### src/rtl/uscp_pkg.sv
`timescale 1ns / 1ps
// ----------------------------------------------------------------------------
// uscp_pkg
// Shared types and constants of the serial set-command parser.
// ----------------------------------------------------------------------------
package uscp_pkg;

    // Controller states
    typedef enum logic [1:0] {
        ST_IDLE,
        ST_DIV,
        ST_EMIT
    } t_state;

    // Parser phases: prefix letters, then spaces, sign, digits, tail
    typedef enum logic [3:0] {
        PH_START   = 4'd0,
        PH_F_R     = 4'd1,
        PH_F_E     = 4'd2,
        PH_F_Q     = 4'd3,
        PH_EQ_F    = 4'd4,
        PH_P_E     = 4'd5,
        PH_P_R     = 4'd6,
        PH_P_I     = 4'd7,
        PH_P_O     = 4'd8,
        PH_P_D     = 4'd9,
        PH_EQ_P    = 4'd10,
        PH_SPACES  = 4'd11,
        PH_SIGNED  = 4'd12,
        PH_DIGITS  = 4'd13,
        PH_TAIL    = 4'd14,
        PH_FAIL    = 4'd15
    } t_phase;

    // Result status codes
    localparam logic [1:0] STS_FREQ    = 2'd0;
    localparam logic [1:0] STS_PERIOD  = 2'd1;
    localparam logic [1:0] STS_INVALID = 2'd2;

    // Command kinds
    localparam logic KIND_FREQ   = 1'b0;
    localparam logic KIND_PERIOD = 1'b1;

    // Characters
    localparam logic [7:0] CH_LF    = 8'd10;
    localparam logic [7:0] CH_CR    = 8'd13;
    localparam logic [7:0] CH_SPACE = 8'd32;
    localparam logic [7:0] CH_TILDE = 8'd126;
    localparam logic [7:0] CH_PLUS  = 8'h2B;
    localparam logic [7:0] CH_MINUS = 8'h2D;
    localparam logic [7:0] CH_EQ    = 8'h3D;
    localparam logic [7:0] CH_0     = 8'h30;
    localparam logic [7:0] CH_9     = 8'h39;
    localparam logic [7:0] CH_D     = 8'h44;
    localparam logic [7:0] CH_E     = 8'h45;
    localparam logic [7:0] CH_F     = 8'h46;
    localparam logic [7:0] CH_I     = 8'h49;
    localparam logic [7:0] CH_O     = 8'h4F;
    localparam logic [7:0] CH_P     = 8'h50;
    localparam logic [7:0] CH_Q     = 8'h51;
    localparam logic [7:0] CH_R     = 8'h52;

    // Limits
    localparam logic [15:0] ACC_MAX   = 16'd65535;
    localparam logic [15:0] FREQ_MIN  = 16'd1;
    localparam logic [15:0] FREQ_MAX  = 16'd20000;
    localparam logic [15:0] PER_MIN   = 16'd100;
    localparam logic [15:0] PER_MAX   = 16'd10000;
    localparam logic [14:0] FREQ_RST  = 15'd1000;
    localparam logic [13:0] PER_RST   = 14'd2000;

    // Reload divider: 1000000 / freq, one quotient bit per step
    localparam int          DIV_STEPS    = 20;
    localparam logic [19:0] DIV_DIVIDEND = 20'd1000000;

    // Output word layout
    localparam int OUT_BITS = 72;

    // Controller to datapath
    typedef struct packed {
        logic start_div;
        logic div_step;
        logic load_out;
    } t_dp_cmd;

    // Datapath to controller
    typedef struct packed {
        logic freq_ok;
        logic div_last;
        logic out_busy;
    } t_dp_sts;

endpackage

### src/rtl/uart_set_command_parser.sv
`timescale 1ns / 1ps
// ----------------------------------------------------------------------------
// uart_set_command_parser
// Parses FREQ= / PERIOD= command lines from received bytes and reports one
// result word per line end.
// ----------------------------------------------------------------------------
// Sequence: a line end's result word is loaded into the result register in
//   ST_EMIT once the previous word is taken; when a frequency is accepted,
//   ST_DIV first runs the 20 steps of the radix-2 reload divider.
// Throughput: one byte per cycle between line ends; the input is held after
//   a line end while the divider runs and the previous word is untaken.
// Reset: synchronous, active low; clears the line, sets 1000 Hz and 2000 ms.
// ----------------------------------------------------------------------------
module uart_set_command_parser #(
    parameter int LINE_BYTES = 32
) (
    input  logic        i_clk,
    input  logic        i_rst_n,
    // Received byte stream
    input  logic        s_axis_tvalid,
    output logic        s_axis_tready,
    input  logic [7:0]  s_axis_tdata,   // [7:0] rx_byte
    // Result word stream
    output logic        m_axis_tvalid,
    input  logic        m_axis_tready,
    output logic [71:0] m_axis_tdata    // [1:0] status, [16:2] set_value,
                                        // [36:17] reload_value,
                                        // [51:37] current_frequency,
                                        // [65:52] current_period, rest zero
);

    uscp_pkg::t_dp_cmd w_cmd;
    uscp_pkg::t_dp_sts w_sts;
    logic              w_eol;
    logic              w_ready;

    assign s_axis_tready = w_ready;

    // Sequencer: byte intake, divider run, hand-off to the output register
    uscp_ctrl u_ctrl (
        .i_clk      (i_clk),
        .i_rst_n    (i_rst_n),
        .i_in_valid (s_axis_tvalid),
        .i_in_eol   (w_eol),
        .i_sts      (w_sts),
        .o_in_ready (w_ready),
        .o_cmd      (w_cmd)
    );

    // Parser, accumulator, divider and result register
    uscp_datapath #(
        .LINE_BYTES (LINE_BYTES)
    ) u_datapath (
        .i_clk       (i_clk),
        .i_rst_n     (i_rst_n),
        .i_in_accept (s_axis_tvalid && w_ready),
        .i_in_byte   (s_axis_tdata),
        .i_cmd       (w_cmd),
        .i_out_ready (m_axis_tready),
        .o_in_eol    (w_eol),
        .o_sts       (w_sts),
        .o_out_valid (m_axis_tvalid),
        .o_out_data  (m_axis_tdata)
    );

endmodule

### src/rtl/uscp_ctrl.sv
`timescale 1ns / 1ps
// ----------------------------------------------------------------------------
// uscp_ctrl
// Sequencer: takes bytes, runs the reload divider, issues the result word.
// ----------------------------------------------------------------------------
module uscp_ctrl (
    input  logic              i_clk,
    input  logic              i_rst_n,
    input  logic              i_in_valid,
    input  logic              i_in_eol,
    input  uscp_pkg::t_dp_sts i_sts,
    output logic              o_in_ready,
    output uscp_pkg::t_dp_cmd o_cmd
);

    uscp_pkg::t_state r_state;
    uscp_pkg::t_state n_state;

    always_ff @(posedge i_clk) begin
        if (!i_rst_n) begin
            r_state <= uscp_pkg::ST_IDLE;
        end else begin
            r_state <= n_state;
        end
    end

    always_comb begin
        n_state         = r_state;
        o_in_ready      = 1'b0;
        o_cmd.start_div = 1'b0;
        o_cmd.div_step  = 1'b0;
        o_cmd.load_out  = 1'b0;
        unique case (r_state)
            uscp_pkg::ST_IDLE: begin
                o_in_ready = 1'b1;
                if (i_in_valid && i_in_eol) begin
                    if (i_sts.freq_ok) begin
                        o_cmd.start_div = 1'b1;
                        n_state         = uscp_pkg::ST_DIV;
                    end else begin
                        n_state = uscp_pkg::ST_EMIT;
                    end
                end
            end
            uscp_pkg::ST_DIV: begin
                o_cmd.div_step = 1'b1;
                if (i_sts.div_last) begin
                    n_state = uscp_pkg::ST_EMIT;
                end
            end
            uscp_pkg::ST_EMIT: begin
                if (!i_sts.out_busy) begin
                    o_cmd.load_out = 1'b1;
                    n_state        = uscp_pkg::ST_IDLE;
                end
            end
            default: begin
                n_state = uscp_pkg::ST_IDLE;
            end
        endcase
    end

endmodule

### src/rtl/uscp_datapath.sv
`timescale 1ns / 1ps
// ----------------------------------------------------------------------------
// uscp_datapath
// Line parser, number accumulator, reload divider and result register.
// ----------------------------------------------------------------------------
module uscp_datapath #(
    parameter int LINE_BYTES = 32
) (
    input  logic                          i_clk,
    input  logic                          i_rst_n,
    input  logic                          i_in_accept,
    input  logic [7:0]                    i_in_byte,
    input  uscp_pkg::t_dp_cmd             i_cmd,
    input  logic                          i_out_ready,
    output logic                          o_in_eol,
    output uscp_pkg::t_dp_sts             o_sts,
    output logic                          o_out_valid,
    output logic [uscp_pkg::OUT_BITS-1:0] o_out_data
);

    localparam int KW = $clog2(LINE_BYTES);
    localparam int CW = $clog2(uscp_pkg::DIV_STEPS);

    // Line state
    logic [KW-1:0]    r_kept;
    uscp_pkg::t_phase r_phase;
    uscp_pkg::t_phase n_phase;
    logic             r_kind;
    logic             n_kind;
    logic             r_neg;
    logic             n_neg;
    logic [15:0]      r_acc;
    logic [15:0]      n_acc;

    // Settings in force
    logic [14:0]      r_freq;
    logic [13:0]      r_per;

    // Divider
    logic [19:0]      r_quo;
    logic [14:0]      r_rem;
    logic [14:0]      r_dvs;
    logic [CW-1:0]    r_div_cnt;
    logic [15:0]      w_rem_sh;
    logic             w_qbit;

    // Result register
    logic                          r_out_valid;
    logic [uscp_pkg::OUT_BITS-1:0] r_out_data;

    logic             w_printable;
    logic             w_take;
    logic             w_digit;
    logic [3:0]       w_dval;
    logic [19:0]      w_acc_x10;
    logic             w_digit_seen;
    logic             w_freq_ok;
    logic             w_per_ok;
    logic [1:0]       w_status;
    logic [14:0]      w_set;
    logic [19:0]      w_reload;

    assign o_in_eol    = (i_in_byte == uscp_pkg::CH_LF) || (i_in_byte == uscp_pkg::CH_CR);
    assign w_printable = (i_in_byte >= uscp_pkg::CH_SPACE) && (i_in_byte <= uscp_pkg::CH_TILDE);
    assign w_take      = i_in_accept && w_printable && (r_kept < KW'(LINE_BYTES - 1));
    assign w_digit     = (i_in_byte >= uscp_pkg::CH_0) && (i_in_byte <= uscp_pkg::CH_9);
    assign w_dval      = 4'(i_in_byte - uscp_pkg::CH_0);
    assign w_acc_x10   = {1'b0, r_acc, 3'b000} + {3'b000, r_acc, 1'b0} + {16'd0, w_dval};

    // Character step of the parser
    always_comb begin
        n_phase = r_phase;
        n_kind  = r_kind;
        n_neg   = r_neg;
        n_acc   = r_acc;
        unique case (r_phase) inside
            uscp_pkg::PH_START: begin
                if (i_in_byte == uscp_pkg::CH_F) begin
                    n_kind  = uscp_pkg::KIND_FREQ;
                    n_phase = uscp_pkg::PH_F_R;
                end else if (i_in_byte == uscp_pkg::CH_P) begin
                    n_kind  = uscp_pkg::KIND_PERIOD;
                    n_phase = uscp_pkg::PH_P_E;
                end else begin
                    n_phase = uscp_pkg::PH_FAIL;
                end
            end
            uscp_pkg::PH_F_R: n_phase = (i_in_byte == uscp_pkg::CH_R) ?
                                        uscp_pkg::PH_F_E : uscp_pkg::PH_FAIL;
            uscp_pkg::PH_F_E: n_phase = (i_in_byte == uscp_pkg::CH_E) ?
                                        uscp_pkg::PH_F_Q : uscp_pkg::PH_FAIL;
            uscp_pkg::PH_F_Q: n_phase = (i_in_byte == uscp_pkg::CH_Q) ?
                                        uscp_pkg::PH_EQ_F : uscp_pkg::PH_FAIL;
            uscp_pkg::PH_P_E: n_phase = (i_in_byte == uscp_pkg::CH_E) ?
                                        uscp_pkg::PH_P_R : uscp_pkg::PH_FAIL;
            uscp_pkg::PH_P_R: n_phase = (i_in_byte == uscp_pkg::CH_R) ?
                                        uscp_pkg::PH_P_I : uscp_pkg::PH_FAIL;
            uscp_pkg::PH_P_I: n_phase = (i_in_byte == uscp_pkg::CH_I) ?
                                        uscp_pkg::PH_P_O : uscp_pkg::PH_FAIL;
            uscp_pkg::PH_P_O: n_phase = (i_in_byte == uscp_pkg::CH_O) ?
                                        uscp_pkg::PH_P_D : uscp_pkg::PH_FAIL;
            uscp_pkg::PH_P_D: n_phase = (i_in_byte == uscp_pkg::CH_D) ?
                                        uscp_pkg::PH_EQ_P : uscp_pkg::PH_FAIL;
            uscp_pkg::PH_EQ_F,
            uscp_pkg::PH_EQ_P: n_phase = (i_in_byte == uscp_pkg::CH_EQ) ?
                                         uscp_pkg::PH_SPACES : uscp_pkg::PH_FAIL;
            uscp_pkg::PH_SPACES: begin
                if (i_in_byte == uscp_pkg::CH_SPACE) begin
                    n_phase = uscp_pkg::PH_SPACES;
                end else if (i_in_byte == uscp_pkg::CH_PLUS) begin
                    n_phase = uscp_pkg::PH_SIGNED;
                end else if (i_in_byte == uscp_pkg::CH_MINUS) begin
                    n_neg   = 1'b1;
                    n_phase = uscp_pkg::PH_SIGNED;
                end else if (w_digit) begin
                    n_phase = uscp_pkg::PH_DIGITS;
                end else begin
                    n_phase = uscp_pkg::PH_FAIL;
                end
            end
            uscp_pkg::PH_SIGNED: n_phase = w_digit ? uscp_pkg::PH_DIGITS : uscp_pkg::PH_FAIL;
            uscp_pkg::PH_DIGITS: n_phase = w_digit ? uscp_pkg::PH_DIGITS : uscp_pkg::PH_TAIL;
            default: n_phase = r_phase;
        endcase
        // Fold a digit into the accumulator, saturating
        if (w_digit && (r_phase == uscp_pkg::PH_SPACES || r_phase == uscp_pkg::PH_SIGNED ||
                        r_phase == uscp_pkg::PH_DIGITS)) begin
            n_acc = (w_acc_x10 > {4'd0, uscp_pkg::ACC_MAX}) ? uscp_pkg::ACC_MAX
                                                             : w_acc_x10[15:0];
        end
    end

    // Line verdict
    assign w_digit_seen = (r_phase == uscp_pkg::PH_DIGITS) || (r_phase == uscp_pkg::PH_TAIL);
    assign w_freq_ok = w_digit_seen && !r_neg && (r_kind == uscp_pkg::KIND_FREQ) &&
                       (r_acc >= uscp_pkg::FREQ_MIN) && (r_acc <= uscp_pkg::FREQ_MAX);
    assign w_per_ok  = w_digit_seen && !r_neg && (r_kind == uscp_pkg::KIND_PERIOD) &&
                       (r_acc >= uscp_pkg::PER_MIN) && (r_acc <= uscp_pkg::PER_MAX);

    always_comb begin
        if (w_freq_ok) begin
            w_status = uscp_pkg::STS_FREQ;
        end else if (w_per_ok) begin
            w_status = uscp_pkg::STS_PERIOD;
        end else begin
            w_status = uscp_pkg::STS_INVALID;
        end
    end

    assign w_set    = (w_freq_ok || w_per_ok) ? r_acc[14:0] : 15'd0;
    assign w_reload = w_freq_ok ? (r_quo - 20'd1) : 20'd0;

    // Restoring divider step
    assign w_rem_sh = {r_rem, r_quo[19]};
    assign w_qbit   = (w_rem_sh >= {1'b0, r_dvs});

    always_ff @(posedge i_clk) begin
        if (i_cmd.start_div) begin
            r_quo     <= uscp_pkg::DIV_DIVIDEND;
            r_rem     <= '0;
            r_dvs     <= r_acc[14:0];
            r_div_cnt <= '0;
        end else if (i_cmd.div_step) begin
            r_quo     <= {r_quo[18:0], w_qbit};
            r_rem     <= w_qbit ? 15'(w_rem_sh - {1'b0, r_dvs}) : w_rem_sh[14:0];
            r_div_cnt <= r_div_cnt + CW'(1);
        end
    end

    // Line state and settings
    always_ff @(posedge i_clk) begin
        if (!i_rst_n) begin
            r_kept  <= '0;
            r_phase <= uscp_pkg::PH_START;
            r_kind  <= uscp_pkg::KIND_FREQ;
            r_neg   <= 1'b0;
            r_acc   <= '0;
            r_freq  <= uscp_pkg::FREQ_RST;
            r_per   <= uscp_pkg::PER_RST;
        end else if (i_cmd.load_out) begin
            r_kept  <= '0;
            r_phase <= uscp_pkg::PH_START;
            r_kind  <= uscp_pkg::KIND_FREQ;
            r_neg   <= 1'b0;
            r_acc   <= '0;
            if (w_freq_ok) begin
                r_freq <= r_acc[14:0];
            end
            if (w_per_ok) begin
                r_per <= r_acc[13:0];
            end
        end else if (w_take) begin
            r_kept  <= r_kept + KW'(1);
            r_phase <= n_phase;
            r_kind  <= n_kind;
            r_neg   <= n_neg;
            r_acc   <= n_acc;
        end
    end

    // Result register
    always_ff @(posedge i_clk) begin
        if (!i_rst_n) begin
            r_out_valid <= 1'b0;
        end else if (i_cmd.load_out) begin
            r_out_valid <= 1'b1;
        end else if (i_out_ready) begin
            r_out_valid <= 1'b0;
        end
    end

    always_ff @(posedge i_clk) begin
        if (i_cmd.load_out) begin
            r_out_data <= {6'd0,
                           w_per_ok ? r_acc[13:0] : r_per,
                           w_freq_ok ? r_acc[14:0] : r_freq,
                           w_reload, w_set, w_status};
        end
    end

    assign o_sts.freq_ok  = w_freq_ok;
    assign o_sts.div_last = (r_div_cnt == CW'(uscp_pkg::DIV_STEPS - 1));
    assign o_sts.out_busy = r_out_valid && !i_out_ready;
    assign o_out_valid    = r_out_valid;
    assign o_out_data     = r_out_data;

endmodule
### config.mk
export PLATFORM = sky130hd
export DESIGN_NAME = uart_set_command_parser
export DESIGN_NICKNAME = d
export VERILOG_FILES = /design/src/rtl/uscp_pkg.sv /design/src/rtl/uart_set_command_parser.sv /design/src/rtl/uscp_ctrl.sv /design/src/rtl/uscp_datapath.sv
export SDC_FILE = /design/constraint.sdc
export NUM_CORES = 1
export LEC_CHECK = 0
export BUFFER_PORTS_ARGS = -buffer_cell sky130_fd_sc_hd__buf_4
export CORE_UTILIZATION = 55
export DETAILED_ROUTE_END_ITERATION = 12
export HOLD_SLACK_MARGIN = 0.02
export PLACE_DENSITY = 0.81
export SLEW_MARGIN = 5
export SYNTH_ARGS = -nofsm -noshare
export SYNTH_HDL_FRONTEND = slang
export SYNTH_SLANG_ARGS = --single-unit
### constraint.sdc
create_clock -name i_clk -period 10.3 [get_ports i_clk]
set_clock_uncertainty 0.05 [all_clocks]
set_input_delay 1.03 -clock i_clk [delete_from_list [all_inputs] [get_ports i_clk]]
set_output_delay 1.03 -clock i_clk [all_outputs]
set_load 0.05 [all_outputs]
==> flow_metrics.py <==
metrics = {
    "status": {
        "status": "completed",
    },
    "global_routing": {
        "grt_pass1_vias": 7116,
        "grt_max_degree": 62,
        "grt_pass1_wl_mm": 34.9,
        "antenna_found_initial": 0,
        "grt_use_total": 0.245,
        "overflow": 0,
    },
    "synthesis": {
        "yosysMostFrequentCell": "nand2_1",
        "synth_seq_cells": 180,
        "seq_area_frac_synth": 0.465,
        "synth_cells": 954,
        "synth-xor-area-share": 0.0452,
        "synth_area_leader_cell": "edfxtp_1",
        "synth_top_area_share": 0.256,
        "synth.distinct_cells": 72,
        "synth_compound_area_frac": 0.163,
        "synthTopCellsByArea": "edfxtp_1, dfxtp_1, ha_1",
        "synth_fa_ha_area_frac": 0.0709,
        "syn_area_per_cell_um2": 9.95,
        "netlist_area_mm2": 0.00950,
        "synth_commonest_cells": "nand2_1, dfxtp_1, edfxtp_1, nor2_1, a21oi_1",
        "synth_top_family_by_area": "simple AND/OR/NAND/NOR gates",
        "synth.mux.area_fraction": 0.0436,
        "async_flop_share": 0,
        "yosys_most_used_dff": "dfxtp_1",
        "synth-simple-area-share": 0.174,
        "synth_edf_count": 81,
        "yosysWarnings": 0,
    },
    "pwr": {
        "intPower_mw": 1.20,
        "sw_frac_of_total": 0.206,
        "total_leakage_power_nw": 4.62,
        "seqPwrFrac": 0.496,
        "powerDensity_mw_per_mm2": 139,
        "netSwitchingPower_mw": 0.310,
        "vdd_ir_drop_max_uv": 108,
        "p_comb_frac": 0.026,
        "pwr-share-clk": 0.478,
    },
    "die": {
        "io_pins": 86,
        "fp.dieH_um": 133,
        "core_mm2": 0.0167,
        "dieArea_mm2": 0.0178,
        "die_w_um": 133,
        "start_util": 0.569,
        "row_count": 47,
    },
    "clock_tree": {
        "cts_tree": "yes",
        "clk_pin_slew_worst_paths_ns": 0.07,
        "cts_inserted_buffers": 17,
        "postCtsSetupBuffers": 0,
        "clock_path_buffers": 2,
        "cts_htree_levels": 4,
        "clk_latency_ns": 0.43,
        "numClockSinks": 180,
        "root_buffer": "clkbuf_16",
        "cts_resized": 0,
        "holdBufCountCts": 0,
    },
    "drt": {
        "viasPerCell": 5.88,
        "ant_nets": 0,
        "wirelength_mm": 20.9,
        "detail_route.wl_per_cell_um": 16.8,
        "drt_pass1_iterations": 5,
        "drc_errors": 0,
        "dr.first_iter.drc_count": 522,
        "vias": 7315,
    },
    "sta": {
        "timing.slew.headroom": 0.387,
        "hold_viol": 0,
        "setup_tns_ns": 0,
        "min_period_over_period": 0.402,
        "rsz0062_at_grt": "no",
        "slew_viol_final": 0,
        "fin_crit_ns": 4.14,
        "max_freq_ghz": 0.242,
        "worst_slew_pin_slew_ns": 0.918,
        "setup_viol": 0,
        "fin_hold_ws_ns": 0.414,
    },
    "worst_setup_path": {
        "critPathLaunchType": "input pin",
        "crit_family": "compound AO/OA/AOI/OAI gates",
        "critical_path_class": "in -> reg",
        "worstSetupStartpoint": "s_axis_tdata[3]",
        "slowest_delay_ns": 0.60,
        "cp-endpoint": "u_datapath.r_acc[10]",
        "critPathBufInv": 1,
        "regToRegEndpoint": "u_datapath.r_acc[10]",
        "path_cells": "buf_4, fa_1, fa_1, a211o_1, a21oi_1, or2_2, o21ai_0, a221o_1, o211a_1, o2111ai_2, o221a_2",
        "cp.arrival_ns": 4.46,
        "crit_top_cell": "fa_1",
        "cp_max_fo": 16,
        "cp.depth": 11,
        "regToRegSetupSlack_ns": 6.27,
        "r2r_start": "u_datapath.r_acc[0]",
        "worst_path_max_delay_cell": "o2111ai_2",
        "rr_worst_depth": 10,
        "worstSetupEndpointType": "flip-flop",
        "required_ns": 10.62,
    },
    "placement": {
        "gp_congestion": 0.926,
        "dp_hpwl_mm": 14.1,
        "port-buffer-count": 79,
    },
    "hold_path": {
        "min_path_type": "reg -> reg",
    },
    "finish": {
        "syn_to_final_growth_pct": 14.5,
        "seqCellArea_mm2": 0.00441,
        "layout-drive-gt1-share": 0.183,
        "fillers": 1291,
        "multi_input_comb_area_mm2": 0.00476,
        "n_antenna_cell": 0,
        "nets": 1074,
    },
    "run": {
        "drv_cap": 0,
    },
}
==> per-stage QoR <==
stage | instances | cell area (um^2) | power, mW | utilization | setup slack, ns
6_report | 1243 | 10900 | 1.51 | 0.651 | 6.16
5_1_grt | 1243 | 10900 | 1.55 | 0.651 | 5.98
4_1_cts | 1243 | 10900 | 1.51 | 0.651 | 6.17
3_5_place_dp | 1211 | 10200 | 0.802 | 0.611 | 5.74
3_3_place_gp | 1211 | 10200 | 0.802 | 0.611 | 5.82
2_1_floorplan | 959 | 9510 | 0.794 | - | 6.30
==> tightest hold or removal path: cells and delay by family (launching register included) <==
family	cells	cell delay, ns
and+or+nand+nor	1	0.04
DFF	1	0.31
AOI/OAI and AO/OA	1	0.06
==> cell families (layout without fill, tap and decap cells) <==
logic type               after synthesis  after routing
AND/OR/NAND/NOR                      330            330
AO/OA/AOI/OAI                        218            218
flip-flops                           180            180
buffers and inverters                 86            150
adder cells (fa/ha/maj)               52             52
XOR/XNOR                              49             49
multiplexers                          38             38
other                                  1              6
==> worst min path at each step <==
stage	slack, ns	depth (start not counted)	from	end
floorplan	0.39	2	u_datapath.r_per[10]	u_datapath.r_per[10]
global placement	0.40	2	u_datapath.r_per[6]	u_datapath.r_per[6]
detailed placement	0.40	2	u_datapath.r_per[9]	u_datapath.r_per[9]
CTS	0.42	2	u_datapath.r_per[11]	u_datapath.r_per[11]
global route	0.44	2	u_datapath.r_per[5]	u_datapath.r_per[5]
finish	0.41	2	u_datapath.r_per[5]	u_datapath.r_per[5]
==> flip-flops by register name (all words and copies together) (netlist names) <==
signal and count:
u_ctrl.r_state 2, u_datapath.o_out_data 66, u_datapath.o_out_valid 1, u_datapath.r_acc 16, u_datapath.r_div_cnt 5, u_datapath.r_dvs 15
u_datapath.r_freq 15, u_datapath.r_kept 5, u_datapath.r_kind 1, u_datapath.r_neg 1, u_datapath.r_per 14, u_datapath.r_phase 4
u_datapath.r_quo 20, u_datapath.r_rem 15
==> cell type report <==
class / instances / share of cell area
well taps: 220 / 0.0253
multi-input cells: 693 / 0.438
clock buffers: 19 / 0.0407
clock inverters: 13 / 0.0199
flip-flops and latches: 180 / 0.406
repair buffers: 86 / 0.0594
inverters: 32 / 0.0110
==> metal layers <==
layer  routed length (um)  track usage  part of all wire  up-vias
met5                    0            0                 0        -
met4                  461       0.0833             0.022        0
met3                  937       0.0460             0.045       39
met2                10400        0.422              0.50      216
met1                 9060        0.309              0.43     3473
li1                     -            -                 -     3587
==> cell usage in the layout (no fill, tap or decap), types with 19 or more instances in the layout <==
| cell | Yosys | layout |
|---|---|---|
| inv_1 | 32 | 31 |
| xnor2_1 | 32 | 32 |
| dfxtp_1 | 99 | 99 |
| nor2_1 | 67 | 67 |
| o21ai_0 | 41 | 41 |
| a21oi_1 | 50 | 50 |
| nor3_1 | 19 | 19 |
| mux2_2 | 27 | 27 |
| edfxtp_1 | 81 | 81 |
| nor2b_1 | 28 | 27 |
| nand2_1 | 115 | 115 |
| ha_1 | 49 | 49 |
| nand3_1 | 27 | 27 |
| buf_4 | 7 | 86 |
==> power by group through the flow <==
stage               clock network, mW  logic, mW  registers [mW]
floorplan                           0     0.0350           0.759
global placement                    0     0.0382           0.764
detailed placement                  0     0.0386           0.764
CTS                             0.726     0.0389           0.748
global route                    0.756     0.0433           0.748
finish                          0.721     0.0392           0.748
No activity file was read; power rests on OpenSTA's default activity.
